**src/ssg_pkg.sv**
```systemverilog
// ----------------------------------------------------------------------------
// ssg_pkg
// Shared types and constants for the scan sector collision gate.
// ----------------------------------------------------------------------------
package ssg_pkg;

    localparam int SECTOR_COUNT       = 5;
    localparam int MAX_SECTOR_LEN_DEF = 256;
    localparam int IDX_W              = 11;
    localparam int CFG_IDX_W          = 3;
    localparam int CFG_DATA_W         = 16;
    localparam int QUEUE_DEPTH        = 2;

    localparam logic [IDX_W-1:0] INDEX_MAX = {IDX_W{1'b1}};
    localparam logic [15:0]      RANGE_MAX = 16'hFFFF;

    localparam logic [CFG_IDX_W-1:0] CFG_SECTOR_LENGTH = 3'd0;
    localparam logic [CFG_IDX_W-1:0] CFG_NEAR_THRESH   = 3'd1;
    localparam logic [CFG_IDX_W-1:0] CFG_MANUAL_MODE   = 3'd2;
    localparam logic [CFG_IDX_W-1:0] CFG_ASSIST_ENABLE = 3'd3;

    localparam int SEC_RIGHT       = 0;
    localparam int SEC_FRONT_RIGHT = 1;
    localparam int SEC_FRONT       = 2;
    localparam int SEC_FRONT_LEFT  = 3;
    localparam int SEC_LEFT        = 4;

    localparam int RULE_FRONT       = 0;
    localparam int RULE_FRONT_LEFT  = 1;
    localparam int RULE_FRONT_RIGHT = 2;
    localparam int RULE_LEFT        = 3;
    localparam int RULE_RIGHT       = 4;

    localparam logic KIND_VELOCITY = 1'b0;
    localparam logic KIND_SAMPLE   = 1'b1;

    typedef struct packed {
        logic               kind;
        logic signed [15:0] linear_speed;
        logic signed [15:0] angular_speed;
        logic        [15:0] range_mm;
        logic               last_sample;
    } t_in_item;

    typedef struct packed {
        logic signed [15:0] out_linear;
        logic signed [15:0] out_angular;
        logic        [4:0]  rules_fired;
    } t_out_item;

    typedef struct packed {
        logic [8:0]  sector_length;
        logic [15:0] near_threshold_mm;
        logic        manual_mode;
        logic        assist_enable;
    } t_cfg;

    typedef enum logic [1:0] {
        OP_PASS = 2'd0,
        OP_HOLD = 2'd1,
        OP_SCAN = 2'd2
    } t_op_kind;

    typedef struct packed {
        t_op_kind                  kind;
        logic signed [15:0]        lin;
        logic signed [15:0]        ang;
        logic [SECTOR_COUNT-1:0]   near;
    } t_op;

endpackage

```
**src/ssg_fifo.sv**
```systemverilog
// ----------------------------------------------------------------------------
// ssg_fifo
// Small register queue with first-word fall-through read.
// ----------------------------------------------------------------------------
module ssg_fifo #(
    parameter type T     = logic,
    parameter int  DEPTH = ssg_pkg::QUEUE_DEPTH
) (
    input  logic i_clk,
    input  logic i_rst_n,
    input  logic i_push,
    input  T     i_data,
    output logic o_full,
    input  logic i_pop,
    output logic o_empty,
    output T     o_data
);

    localparam int PTR_W = (DEPTH > 1) ? $clog2(DEPTH) : 1;
    localparam int CNT_W = $clog2(DEPTH + 1);
    localparam logic [PTR_W-1:0] LAST_PTR = PTR_W'(DEPTH - 1);
    localparam logic [CNT_W-1:0] FULL_CNT = CNT_W'(DEPTH);

    T                 r_mem [DEPTH];
    logic [PTR_W-1:0] r_wr;
    logic [PTR_W-1:0] r_rd;
    logic [CNT_W-1:0] r_cnt;
    logic [PTR_W-1:0] n_wr;
    logic [PTR_W-1:0] n_rd;
    logic [CNT_W-1:0] n_cnt;
    logic             do_push;
    logic             do_pop;

    assign o_full  = (r_cnt == FULL_CNT);
    assign o_empty = (r_cnt == '0);
    assign o_data  = r_mem[r_rd];
    assign do_push = i_push && !o_full;
    assign do_pop  = i_pop && !o_empty;

    always_comb begin
        n_wr  = r_wr;
        n_rd  = r_rd;
        n_cnt = r_cnt;
        if (do_push) begin
            n_wr = (r_wr == LAST_PTR) ? '0 : r_wr + PTR_W'(1);
        end
        if (do_pop) begin
            n_rd = (r_rd == LAST_PTR) ? '0 : r_rd + PTR_W'(1);
        end
        if (do_push && !do_pop) begin
            n_cnt = r_cnt + CNT_W'(1);
        end else if (do_pop && !do_push) begin
            n_cnt = r_cnt - CNT_W'(1);
        end
    end

    always_ff @(posedge i_clk) begin
        if (!i_rst_n) begin
            r_wr  <= '0;
            r_rd  <= '0;
            r_cnt <= '0;
        end else begin
            r_wr  <= n_wr;
            r_rd  <= n_rd;
            r_cnt <= n_cnt;
        end
    end

    always_ff @(posedge i_clk) begin
        if (do_push) begin
            r_mem[r_wr] <= i_data;
        end
    end

endmodule

```
**src/ssg_front.sv**
```systemverilog
// ----------------------------------------------------------------------------
// ssg_front
// Classifies items, tracks sector minima and issues operations to the back.
// ----------------------------------------------------------------------------
module ssg_front #(
    parameter int MAX_SECTOR_LEN = ssg_pkg::MAX_SECTOR_LEN_DEF
) (
    input  logic              i_clk,
    input  logic              i_rst_n,
    input  ssg_pkg::t_cfg     i_cfg,
    input  logic              i_accept,
    input  ssg_pkg::t_in_item i_item,
    output logic              o_op_push,
    output ssg_pkg::t_op      o_op
);

    localparam int IW  = ssg_pkg::IDX_W;
    localparam int PW  = IW + 3;
    localparam int NS  = ssg_pkg::SECTOR_COUNT;
    localparam logic [IW-1:0] MAX_LEN = IW'(MAX_SECTOR_LEN);

    logic [15:0]   r_min [NS];
    logic [IW-1:0] r_idx;
    logic [15:0]   n_min [NS];
    logic [IW-1:0] n_idx;

    logic [IW-1:0] cfg_len;
    logic [IW-1:0] len;
    logic [PW-1:0] bound [NS];
    logic          in_scan;
    logic [2:0]    sector;
    logic [15:0]   upd_min [NS];
    logic [NS-1:0] near;
    logic          is_sample;

    assign cfg_len   = IW'(i_cfg.sector_length);
    assign len       = (cfg_len > MAX_LEN) ? MAX_LEN : cfg_len;
    assign is_sample = (i_item.kind == ssg_pkg::KIND_SAMPLE);

    always_comb begin
        sector = '0;
        for (int k = 0; k < NS; k++) begin
            bound[k] = PW'(len) * PW'(k + 1);
        end
        for (int k = 0; k < NS - 1; k++) begin
            if (PW'(r_idx) >= bound[k]) begin
                sector = sector + 3'd1;
            end
        end
        in_scan = (len != '0) && (PW'(r_idx) < bound[NS-1]);
        for (int s = 0; s < NS; s++) begin
            upd_min[s] = r_min[s];
            if (in_scan && (sector == 3'(s)) && (i_item.range_mm < r_min[s])) begin
                upd_min[s] = i_item.range_mm;
            end
            near[s] = (upd_min[s] < i_cfg.near_threshold_mm);
        end
    end

    always_comb begin
        for (int s = 0; s < NS; s++) begin
            n_min[s] = r_min[s];
        end
        n_idx = r_idx;
        if (i_accept && is_sample) begin
            for (int s = 0; s < NS; s++) begin
                n_min[s] = i_item.last_sample ? ssg_pkg::RANGE_MAX : upd_min[s];
            end
            if (i_item.last_sample) begin
                n_idx = '0;
            end else if (r_idx != ssg_pkg::INDEX_MAX) begin
                n_idx = r_idx + IW'(1);
            end
        end
    end

    always_comb begin
        o_op.lin  = i_item.linear_speed;
        o_op.ang  = i_item.angular_speed;
        o_op.near = near;
        o_op_push = 1'b0;
        if (is_sample) begin
            o_op.kind = ssg_pkg::OP_SCAN;
            o_op_push = i_accept && i_item.last_sample && i_cfg.assist_enable;
        end else begin
            o_op.kind = i_cfg.assist_enable ? ssg_pkg::OP_HOLD : ssg_pkg::OP_PASS;
            o_op_push = i_accept && i_cfg.manual_mode;
        end
    end

    always_ff @(posedge i_clk) begin
        if (!i_rst_n) begin
            for (int s = 0; s < NS; s++) begin
                r_min[s] <= ssg_pkg::RANGE_MAX;
            end
            r_idx <= '0;
        end else begin
            for (int s = 0; s < NS; s++) begin
                r_min[s] <= n_min[s];
            end
            r_idx <= n_idx;
        end
    end

endmodule

```
**src/ssg_back.sv**
```systemverilog
// ----------------------------------------------------------------------------
// ssg_back
// Holds the command, applies the wall rules at scan end and emits results.
// ----------------------------------------------------------------------------
module ssg_back (
    input  logic               i_clk,
    input  logic               i_rst_n,
    input  logic               i_op_empty,
    input  ssg_pkg::t_op       i_op,
    output logic               o_op_pop,
    input  logic               i_res_full,
    output logic               o_res_push,
    output ssg_pkg::t_out_item o_res
);

    logic signed [15:0] r_held_lin;
    logic signed [15:0] r_held_ang;
    logic signed [15:0] n_held_lin;
    logic signed [15:0] n_held_ang;
    logic signed [15:0] lin;
    logic signed [15:0] ang;
    logic [4:0]         fired;
    logic               needs_out;

    always_comb begin
        lin   = r_held_lin;
        ang   = r_held_ang;
        fired = '0;
        if (i_op.near[ssg_pkg::SEC_FRONT] && lin > 0 && ang == 0) begin
            lin = '0;
            fired[ssg_pkg::RULE_FRONT] = 1'b1;
        end
        if (i_op.near[ssg_pkg::SEC_FRONT_LEFT] && lin > 0 && ang > 0) begin
            lin = '0;
            ang = '0;
            fired[ssg_pkg::RULE_FRONT_LEFT] = 1'b1;
        end
        if (i_op.near[ssg_pkg::SEC_FRONT_RIGHT] && lin > 0 && ang < 0) begin
            lin = '0;
            ang = '0;
            fired[ssg_pkg::RULE_FRONT_RIGHT] = 1'b1;
        end
        if (i_op.near[ssg_pkg::SEC_LEFT] && lin == 0 && ang > 0) begin
            ang = '0;
            fired[ssg_pkg::RULE_LEFT] = 1'b1;
        end
        if (i_op.near[ssg_pkg::SEC_RIGHT] && lin == 0 && ang < 0) begin
            ang = '0;
            fired[ssg_pkg::RULE_RIGHT] = 1'b1;
        end
    end

    always_comb begin
        n_held_lin = r_held_lin;
        n_held_ang = r_held_ang;
        o_res      = '{out_linear: i_op.lin, out_angular: i_op.ang, rules_fired: 5'd0};
        needs_out  = 1'b0;
        case (i_op.kind)
            ssg_pkg::OP_PASS: begin
                needs_out = 1'b1;
            end
            ssg_pkg::OP_HOLD: begin
                n_held_lin = i_op.lin;
                n_held_ang = i_op.ang;
            end
            ssg_pkg::OP_SCAN: begin
                needs_out  = 1'b1;
                n_held_lin = lin;
                n_held_ang = ang;
                o_res      = '{out_linear: lin, out_angular: ang, rules_fired: fired};
            end
            default: begin
                needs_out = 1'b0;
            end
        endcase
        o_op_pop   = !i_op_empty && (!needs_out || !i_res_full);
        o_res_push = o_op_pop && needs_out;
    end

    always_ff @(posedge i_clk) begin
        if (!i_rst_n) begin
            r_held_lin <= '0;
            r_held_ang <= '0;
        end else if (o_op_pop) begin
            r_held_lin <= n_held_lin;
            r_held_ang <= n_held_ang;
        end
    end

endmodule

```
**src/scan_sector_collision_gate.sv**
```systemverilog
// ----------------------------------------------------------------------------
// scan_sector_collision_gate
// Gates velocity commands against the closest wall in five scan sectors.
//
//   channel   direction  handshake              payload
//   items     in         push / full            i_item   (t_in_item)
//   results   out        empty / pop            o_result (t_out_item)
//   config    in         i_cfg_valid / o_cfg_ready  index, data
//
// One item per cycle while full is low; the result that an item causes passes
// through the operation queue and then the result queue to the output.
// The rate is set by the combinational sector compare in the front and the
// combinational rule pass in the back.
// Synchronous active-low reset empties both queues, restores the minima and
// the held command; no clearing pass is needed.
// full rises when the operation queue is full; a stalled output backs up into it.
// ----------------------------------------------------------------------------
module scan_sector_collision_gate #(
    parameter int MAX_SECTOR_LEN = ssg_pkg::MAX_SECTOR_LEN_DEF
) (
    input  logic                               i_clk,
    input  logic                               i_rst_n,
    input  logic                               push,
    output logic                               full,
    input  ssg_pkg::t_in_item                  i_item,
    output logic                               empty,
    input  logic                               pop,
    output ssg_pkg::t_out_item                 o_result,
    input  logic                               i_cfg_valid,
    output logic                               o_cfg_ready,
    input  logic [ssg_pkg::CFG_IDX_W-1:0]      i_cfg_index,
    input  logic [ssg_pkg::CFG_DATA_W-1:0]     i_cfg_data
);

    ssg_pkg::t_cfg      r_cfg;
    logic               accept;
    logic               op_push;
    ssg_pkg::t_op       op_in;
    logic               op_full;
    logic               op_pop;
    logic               op_empty;
    ssg_pkg::t_op       op_head;
    logic               res_push;
    logic               res_full;
    ssg_pkg::t_out_item res_in;

    assign o_cfg_ready = 1'b1;
    assign full        = op_full;
    assign accept      = push && !op_full;

    always_ff @(posedge i_clk) begin
        if (!i_rst_n) begin
            r_cfg <= '{sector_length: 9'd144, near_threshold_mm: 16'd500,
                       manual_mode: 1'b0, assist_enable: 1'b0};
        end else if (i_cfg_valid && o_cfg_ready) begin
            case (i_cfg_index)
                ssg_pkg::CFG_SECTOR_LENGTH: r_cfg.sector_length     <= i_cfg_data[8:0];
                ssg_pkg::CFG_NEAR_THRESH:   r_cfg.near_threshold_mm <= i_cfg_data;
                ssg_pkg::CFG_MANUAL_MODE:   r_cfg.manual_mode       <= i_cfg_data[0];
                ssg_pkg::CFG_ASSIST_ENABLE: r_cfg.assist_enable     <= i_cfg_data[0];
                default: begin
                    r_cfg <= r_cfg;
                end
            endcase
        end
    end

    ssg_front #(
        .MAX_SECTOR_LEN(MAX_SECTOR_LEN)
    ) u_front (
        .i_clk     (i_clk),
        .i_rst_n   (i_rst_n),
        .i_cfg     (r_cfg),
        .i_accept  (accept),
        .i_item    (i_item),
        .o_op_push (op_push),
        .o_op      (op_in)
    );

    ssg_fifo #(
        .T     (ssg_pkg::t_op),
        .DEPTH (ssg_pkg::QUEUE_DEPTH)
    ) u_op_q (
        .i_clk   (i_clk),
        .i_rst_n (i_rst_n),
        .i_push  (op_push),
        .i_data  (op_in),
        .o_full  (op_full),
        .i_pop   (op_pop),
        .o_empty (op_empty),
        .o_data  (op_head)
    );

    ssg_back u_back (
        .i_clk      (i_clk),
        .i_rst_n    (i_rst_n),
        .i_op_empty (op_empty),
        .i_op       (op_head),
        .o_op_pop   (op_pop),
        .i_res_full (res_full),
        .o_res_push (res_push),
        .o_res      (res_in)
    );

    ssg_fifo #(
        .T     (ssg_pkg::t_out_item),
        .DEPTH (ssg_pkg::QUEUE_DEPTH)
    ) u_res_q (
        .i_clk   (i_clk),
        .i_rst_n (i_rst_n),
        .i_push  (res_push),
        .i_data  (res_in),
        .o_full  (res_full),
        .i_pop   (pop),
        .o_empty (empty),
        .o_data  (o_result)
    );

endmodule

```
**config.mk**
```make
export PLATFORM = sky130hd
export DESIGN_NAME = scan_sector_collision_gate
export DESIGN_NICKNAME = d
export VERILOG_FILES = /design/src/ssg_pkg.sv /design/src/ssg_fifo.sv /design/src/ssg_front.sv /design/src/ssg_back.sv /design/src/scan_sector_collision_gate.sv
export SDC_FILE = /design/constraint.sdc
export NUM_CORES = 1
export LEC_CHECK = 0
export BUFFER_PORTS_ARGS = -buffer_cell sky130_fd_sc_hd__buf_2
export CELL_PAD_IN_SITES_DETAIL_PLACEMENT = 1
export CELL_PAD_IN_SITES_GLOBAL_PLACEMENT = 2
export CORE_MARGIN = 1.5
export CORE_UTILIZATION = 40
export DETAILED_ROUTE_END_ITERATION = 12
export GPL_ROUTABILITY_DRIVEN = 0
export PLACE_DENSITY = 0.84
export SLEW_MARGIN = 20
export SYNTH_ARGS = -nofsm -noshare
export SYNTH_HDL_FRONTEND = slang
export SYNTH_SLANG_ARGS = --single-unit
```
**constraint.sdc**
```tcl
create_clock -name i_clk -period 12.99 [get_ports i_clk]
set_input_delay 1.299 -clock i_clk [delete_from_list [all_inputs] [get_ports i_clk]]
set_output_delay 1.299 -clock i_clk [all_outputs]
set_load 0.02 [all_outputs]
```
==> metrics.txt <==
RSZ-0062 raised after global routing false; post-layout minimum cycle time 8.045 ns; Post-Syn Instances 1865; largest area contributor in the netlist edfxtp_1; CP startpoint kind flop; Syn. warnings 0; Final ANT Viol Nets 0; vias in the first global route 15010; Area Overhead vs Synth 13.16%; Worst EP required 13.42 ns; FILL cells 5091; critical path endpoint category flop; Post-synth top flop dfxtp_1; initial antenna violation count 1; EDFF count, synth 152; core footprint 45580 µm²; Slowest cell on crit path a311oi_1; asr flop ratio synth 0%; I/O Pins 114; status finished, final reports clean; DRT Wirelength 53560 µm; first-pass detailed-route iteration total 5; pin count of the biggest net entering global routing 80; Die X 218.2 µm; maxcap violations 0; cell row count 78; Synth Net Count 2172; largest stage delay on the critical path 0.75 ns; CTS clk-pin slew, worst paths 0.06 ns; Tightest Pin Transition 1.042 ns; H-tree Lvls 2; CTS Buffer Depth 3; TritonCTS clock tree done; Setup TNS 0 ns; vias post-DR 14400; ANT cells 0; Starting DRT DRC Count 724; Worst EP arrival 8.48 ns; Synth cell types 72; Slew Limit Fails 0; P per Cell Area 147.8 nW/µm²; Sink Count 312; Setup Viol. Count Final 0; top-count cell post-synth ha_1; Seq/Total Area, Yosys 41.92%; Post-CTS Repair Setup Buffers 0; die height 218.2 µm; DR vias/cell 5.594; flops & latches, synth 312; Peak VDD IR 0.1136 mV; layout cells sized above 1 15.25%; Die ar. 47620 µm²; period utilization 61.93%; dpl hpwl 37840 µm; gr ovfl total 0; Syn Area/Cell 9.934 µm²; # DRC 0; maximum clock rate 0.1243 GHz; Num CTS Buffers 38; final cell count without fillers 2574; post-cts sizing count 0; top cells by count, synth ha_1, nand2_1, dfxtp_1, edfxtp_1, inv_1; final number of hold-violating endpoints 0; top cells by area, synth edfxtp_1, dfxtp_1, ha_1; Slew headroom 30.00%; hold slack final 0.4721 ns; gr usage total 22.61%; Yosys top cell area share 24.64%; PortBufs 112; first-pass GRT wire length 84120 µm; leakage power 0.009059 µW; CTS Hold Buffers Added 0; Synth Cell Area 18530 µm²; clock root cell clkbuf_16; final net count 2251; dpl cells 2504; initial core utilization 40.65%; Clock Skew 0.02518 ns; WL/cell 20.81 µm; Crit Path Category flop to flop; clk_lat worst skew 0.57 ns; Hold WC Path Type flop to flop; CP Max Fanout 31
-- power by group --
group | switching (µW) | internal (µW) | total, µW
Clock | 444 | 643 | 1090
Sequential | 38.2 | 1140 | 1180
Combinational | 531 | 299 | 830
Total | 1010 | 2080 | 3100
-- sequential cells by signal, indices dropped and copies added, names as in the netlist, 11 cells and up, named ones only --
name and count:
u_op_q.r_mem 78, u_res_q.r_mem 74, u_front.r_idx 11, r_cfg 27, u_back.r_held_ang 16, u_back.r_held_lin 16, u_front.r_min 80
-- kinds of logic (layout without fill, tap and decap cells) --
family | count (synthesis) | after routing | share of synthesized area, %
AOI/OAI and AO/OA | 459 | 459 | 16.38
xor gates and xnor gates | 25 | 25 | 1.182
other | 1 | 1 | 0.02024
adders and majority gates | 233 | 233 | 15.82
muxes | 116 | 116 | 6.814
DFF | 312 | 312 | 41.92
buffers and inverters | 224 | 333 | 4.700
and+or+nand+nor | 495 | 495 | 13.17
-- layout by cell type, fill, tap and decap left out, types with 12 or more instances in the layout --
cell type / n
ha_1: 231
nand2_1: 194
dfxtp_1: 159
edfxtp_1: 152
inv_1: 129
buf_2: 112
o21ai_0: 111
a21o_1: 79
nor2_1: 78
mux2_2: 71
a21oi_1: 64
o211ai_1: 53
mux2i_1: 44
clkbuf_16: 39
a21boi_0: 38
nand4_1: 37
a31oi_1: 36
nor2b_1: 34
nor3_1: 31
nand2b_1: 24
buf_4: 21
nor3_2: 17
nand3_1: 16
a22oi_1: 16
xnor2_1: 15
nor4_1: 12
-- critical path: cells and delay by family (launching register included) --
kind            cells  cell delay (ns)
buf+inv             4             0.70
compound gates     16             3.82
fa+ha+maj           5             1.31
simple gates       10             1.37
xor+xnor            2             0.24
flops               1             0.49
-- final cells by class --
cell class / count / area [µm²] / area share, %
Multi-Input combinational cell: 1329 / 9951 / 47.46
Sequential cell: 312 / 7769 / 37.05
Clock buffer: 55 / 1116 / 5.323
Tap cell: 600 / 750.7 / 3.581
Timing Repair Buffer: 133 / 718.2 / 3.425
Inverter: 130 / 488.0 / 2.327
Clock inverter: 15 / 173.9 / 0.8295
-- worst paths after layout --
| kind | startpoint | end | slack [ns] | depth (start not counted) |
|---|---|---|---|---|
| setup / recovery | r_cfg[26] | u_op_q.r_mem[0][1] | 4.94 | 37 |
| hold / removal | r_cfg[12] | r_cfg[12] | 0.47 | 2 |
| setup reg to reg | r_cfg[26] | u_op_q.r_mem[0][1] | 4.94 | 37 |
| hold reg to reg | r_cfg[12] | r_cfg[12] | 0.47 | 2 |
-- layer usage --
metal  routed length (µm)  up-vias  track usage [%]
met5                   11        -                0
met4                 1292        2            6.759
met3                 1758       85            2.992
met2                26070      251            39.70
met1                24430     7107            28.76
li1                     -     6955                -
-- metrics by stage --
| step | instance area, µm² | utilization, % | setup slack (ns) | total power (µW) |
|---|---|---|---|---|
| 5_1_grt | 20970 | 46.00 | 4.324 | 3250 |
| 2_1_floorplan | 18530 | - | 6.347 | 1770 |
| 3_3_place_gp | 19670 | 43.16 | 5.459 | 1996 |
| 3_5_place_dp | 19670 | 43.16 | 5.080 | 2027 |
| 6_report | 20970 | 46.00 | 4.945 | 3099 |
| 4_1_cts | 20960 | 45.99 | 5.038 | 3135 |
Power figures use the tool's default switching activity.
